==> src/rtl/core/run_length_sample_logger_assert.svh <==
// Assertion macros for the run-length sample logger.
// Expects clk and rst_n in the scope where a macro is used.
`ifndef RUN_LENGTH_SAMPLE_LOGGER_ASSERT_SVH
`define RUN_LENGTH_SAMPLE_LOGGER_ASSERT_SVH

// condition must hold at every edge out of reset
`define RLSL_ASSERT_HOLDS(label, cond, msg) \
    label: assert property (@(posedge clk) disable iff (!rst_n) (cond)) \
        else $error(msg);

// consequent must hold at the same edge as the antecedent
`define RLSL_ASSERT_IMPLIES(label, ante, cons, msg) \
    label: assert property (@(posedge clk) disable iff (!rst_n) (ante) |-> (cons)) \
        else $error(msg);

`endif

==> src/rtl/core/rlsl_ram.sv <==
// Generic single-write, single-read synchronous RAM with registered read.
// Stand-alone, no package dependency.
module rlsl_ram #(
    parameter int WIDTH = 8,
    parameter int DEPTH = 256
) (
    input  logic                     clk,
    input  logic                     we,
    input  logic [$clog2(DEPTH)-1:0] waddr,
    input  logic [WIDTH-1:0]         wdata,
    input  logic                     re,
    input  logic [$clog2(DEPTH)-1:0] raddr,
    output logic [WIDTH-1:0]         rdata
);

    logic [WIDTH-1:0] mem [DEPTH];

    always_ff @(posedge clk)
    begin
        if (we)
        begin
            mem[waddr] <= wdata;
        end
        if (re)
        begin
            rdata <= mem[raddr];
        end
    end

endmodule

==> config.mk <==
export PLATFORM = sky130hd
export DESIGN_NAME = rlsl_ram
export DESIGN_NICKNAME = d
export VERILOG_FILES = /design/src/rtl/core/run_length_sample_logger_assert.svh /design/src/rtl/core/rlsl_ram.sv
export SDC_FILE = /design/constraint.sdc
export NUM_CORES = 2
export LEC_CHECK = 0
export BUFFER_PORTS_ARGS = -buffer_cell sky130_fd_sc_hd__buf_4
export CORE_ASPECT_RATIO = 0.5
export CORE_MARGIN = 3
export CORE_UTILIZATION = 50
export CTS_CLUSTER_DIAMETER = 50
export DETAILED_ROUTE_END_ITERATION = 12
export GPL_ROUTABILITY_DRIVEN = 0
export PLACE_DENSITY_LB_ADDON = 0.3
export SLEW_MARGIN = 0
export SYNTH_ARGS = -nofsm -noshare
export SYNTH_HDL_FRONTEND = slang
export SYNTH_SLANG_ARGS = --single-unit
==> constraint.sdc <==
create_clock -name clk -period 2.5 [get_ports clk]
set_input_delay 0.125 -clock clk [delete_from_list [all_inputs] [get_ports clk]]
set_output_delay 0.125 -clock clk [all_outputs]
set_load 0.05 [all_outputs]
Word level (Yosys, flattened, before mapping)
Memories as Yosys holds them, arrays and structs flattened. A register that Yosys moved wholly into a read port is not among the register bits.
Index checks and enable logic that the tools add are counted.
Operators by class
  mux-type cells: 2
Operator list (number)
  2-to-1 mux 1 bit: 2
Word-level totals
  bits of input ports: 27
  memories kept: 1
  bits in registers: 0
  bits in writable memories: 2048
  logic and storage cells: 3
Memories
  mem: depth 256, width 8, read ports 1, clocked after memory_dff 1, write ports 1, RTL line rlsl_ram.sv:16  | logic [WIDTH-1:0] mem [DEPTH];

Depth between registers and ports, before layout
  depth after elaboration: 2
  gate-level depth with buffers: 11
  gate-level depth less buffers: 6

Least setup slack after synthesis
Ideal clock, no wire load.
  kind: in2reg
  start: input port raddr[0]
  end: register rdata[2] (read register of mem) (data pin)
  slack: 0.299 ns
  library setup time: 0.269 ns
  cell stages on the path: 9
  required time: 2.231 ns
  arrival: 1.932 ns
  cells stage by stage: buf_6 > buf_12 > buf_8 > buf_2 > mux4_2 > a22oi_1 > a21oi_1 > nor4_1 > nor4_2
RTL lines
  start: declaration: RTL line rlsl_ram.sv:12  | input logic [$clog2(DEPTH)-1:0] raddr,
  end: declaration: RTL line rlsl_ram.sv:13  | output logic [WIDTH-1:0] rdata

==> out/summary.txt <==
Status: complete, no violations
Most frequent cells in the layout: edfxtp_1, buf_4, mux4_2, nor2_1, clkbuf_16
Chip Height: 288.2 microns
Critical path class: flip-flop to flip-flop
Commonest non-fill, non-tap cell in the layout: edfxtp_1
Crit Path Max Fanout: 1
Max Root-Sink Buffers: 3
Setup Fix Bufs, Post-CTS: 0
Hold Path Origin: waddr[6]
Reg area: 61,740 sq um
Average size of a mapped cell: 21.33 sq um
Crit-path slowest cell: mux4_2
Multi-input gate area: 16,700 sq um
First-pass DRT Iterations: 6
Critical Path Start Type: flip-flop
Initial antenna violation count: 6
RSZ-0062 raised after global routing: no
Fin worst setup slack: 0.01162 ns
Die Area: 164,400 sq um
Total power: 69.29 mW
CTS tree: built
Rows: 102
Leakage power total: 29.84 nW
Post-DRT Antenna Nets: 0
Dominant synthesized flop cell: edfxtp_1
Mapped Nets: 3,760
Slew margin rel.: 41.29%
Clock latency on the worst-skew pair: 0.81 ns
Flops & latches, synth: 2,056
Logic pwr share: 5.8%
Synth Cell Area: 79,640 sq um
Measured slew at the worst slew-check pin: 0.8806 ns
Sequential share of the synthesized area: 77.53%
Tightest Hold Check Type: input port to flip-flop
Buffers on Ports: 34
Filler cells: 10,880
Initial DRC count: 5,288
Total Routing Usage GR: 24.46%
Via count: 41,090
Psw: 14.74 mW
Sw frac: 21.28%
Max Clock Freq: 401.9 MHz
Fraction of layout cells with a size suffix above 1: 31.69%
Worst stage delay on the critical path: 0.53 ns
Layout area overhead: 16.50%
First-pass GRT wire length: 289,700 microns
FF-to-FF Start: mem[211][3]$_DFFE_PP_
Largest net degree at the start of global routing: 108
H-tree depth: 4
Hold Violations, Final: 0
Setup violators final: 0
EDFF count, synth: 2,056
Fin crit share: 99.54%
Final #Nets: 4,398
Clk_skew: 0.02705 ns
Sink Count: 2,056
Ys async rst share: 0%
Clk pwr share: 39.3%
Crit. Startpoint: mem[211][3]$_DFFE_PP_
Starting Density: 50.90%
Clock Pin Slew Worst Setup and Hold Paths: 0.07 ns
CP arrival: 3.04 ns
Pre-CTS setup slack: -1.100 ns
Syn Inst Count: 3,733
Max-cap violations: 0
CTS Buf Count: 175
Final min period: 2.488 ns
Max rail drop VDD: 705.2 uV
Vias per cell: 6.226
I/O pin cnt: 35
Clock Tree Root: clkbuf_16
Dpl hpwl: 129,800 microns
Worst-path cell chain: mux4_2 -> a22o_1 -> a221oi_4 -> o32ai_1 -> nor3_2 -> nor4_1
Core outline area: 156,500 sq um
Pint: 54.54 mW
Sequential power share: 54.9%
Max Transition Viols Final: 0
DR WL/cell: 30.15 microns
Ys Warns: 0
CP required: 3.05 ns
# DRC: 0
Congestion Overflow GR: 0
Horiz. Die Dim: 570.4 microns
Critical path capture point type: flip-flop
Synth unique cells: 54
Routed WL: 199,000 microns
Power Density: 746.8 nW/um^2
Vias in the first global route: 40,550
-- cell families after synthesis --
family          share of synthesized area, %
simple gates                           2.625
compound gates                         3.416
flops                                  77.53
mux                                    14.60
buf+inv                                1.829
-- power groups by stage --
stage	clock network, mW	logic [mW]	registers [mW]
after detailed placement	0	3.94	38.8
after global routing	29.0	4.22	38.0
after CTS	27.6	3.99	38.0
after floorplan	0	1.85	38.8
after global placement	0	3.86	38.8
final	27.2	4.01	38.0
-- critical path, delay by kind of cell (launching register included) --
kind / cells / cell delay [ns]
muxes: 1 / 0.53
and+or+nand+nor: 2 / 0.49
AOI/OAI and AO/OA: 3 / 0.81
DFF: 1 / 0.40
-- per-stage QoR --
step                      util [%]  setup TNS [ns]  instances  hold slack [ns]  area (sq um)
after floorplan                  -               0       3733           0.2239         79640
after global placement       55.42          -7.567       6258           0.5348         86720
after detailed placement     55.43          -6.674       6259           0.5333         86730
after CTS                    59.22        -0.07479       6593          0.01514         92650
after global routing         59.28               0       6593          0.07688         92760
final                        59.30               0       6600          0.07217         92780
-- path summary, 6_finish.rpt --
path                      endpoint  slack, ns  cells past startpoint
max             rdata[3]$_DFFE_PP_       0.01                      6
min          mem[233][6]$_DFFE_PP_       0.07                      4
max reg2reg     rdata[3]$_DFFE_PP_       0.01                      6
min reg2reg     rdata[0]$_DFFE_PP_       1.22                      6
-- cells in the mapped netlist (3+ instances only) --
cell type | count | area [sq um]
edfxtp_1 | 2056 | 61740
mux4_2 | 454 | 10220
nor2_1 | 282 | 1059
mux2i_1 | 134 | 1341
a22oi_1 | 133 | 998.5
clkbuf_1 | 111 | 416.7
a21oi_1 | 96 | 480.5
o221ai_1 | 46 | 402.9
nand3_1 | 34 | 170.2
nand2_1 | 33 | 123.9
buf_2 | 31 | 155.2
nor2b_1 | 31 | 193.9
o22ai_1 | 28 | 175.2
buf_4 | 27 | 202.7
nor4_1 | 24 | 150.1
buf_1 | 22 | 82.58
nor3_1 | 22 | 110.1
buf_6 | 21 | 236.5
a211oi_1 | 16 | 120.1
a221oi_1 | 13 | 113.9
buf_8 | 13 | 195.2
nand4_1 | 10 | 62.56
o211ai_1 | 10 | 75.07
o21ai_0 | 10 | 50.05
a22o_1 | 8 | 70.07
buf_12 | 8 | 160.2
nand2b_1 | 8 | 50.05
and2_1 | 6 | 37.54
o22a_1 | 5 | 43.79
o32ai_1 | 4 | 35.03
or2_2 | 4 | 25.02
nor4_2 | 3 | 37.54
-- timing repair --
action	in CTS	in global routing
endpoints found under the setup margin	8	7
resized for setup	19	17
pin swaps	3	5
hold buffers	15	0
endpoints found under the hold margin	341	0
gates cloned	0	0
-- layer usage --
layer  part of all wire, %  GRT usage, %  wire length, microns
met1                    40         35.41                 79290
met2                    47         37.49                 93470
met3                    11         6.260                 21600
met4                   2.3         6.521                  4643
met5                0.0035             0                     7
-- cell type report --
class | instances | area share [%]
repair buffers | 694 | 6.522
multi-input cells | 1442 | 18.00
flip-flops and latches | 2056 | 66.55
inverters | 2 | 0.008092
clock buffers | 211 | 4.935
clock inverters | 108 | 1.164
well taps | 2080 | 2.805
diodes | 7 | 0.01888
-- registers in the layout, summed over array words and instances, names as in the netlist --
name / flops
rdata: 8
mem: 2048
Note: power is estimated with default switching activity, not from simulation.
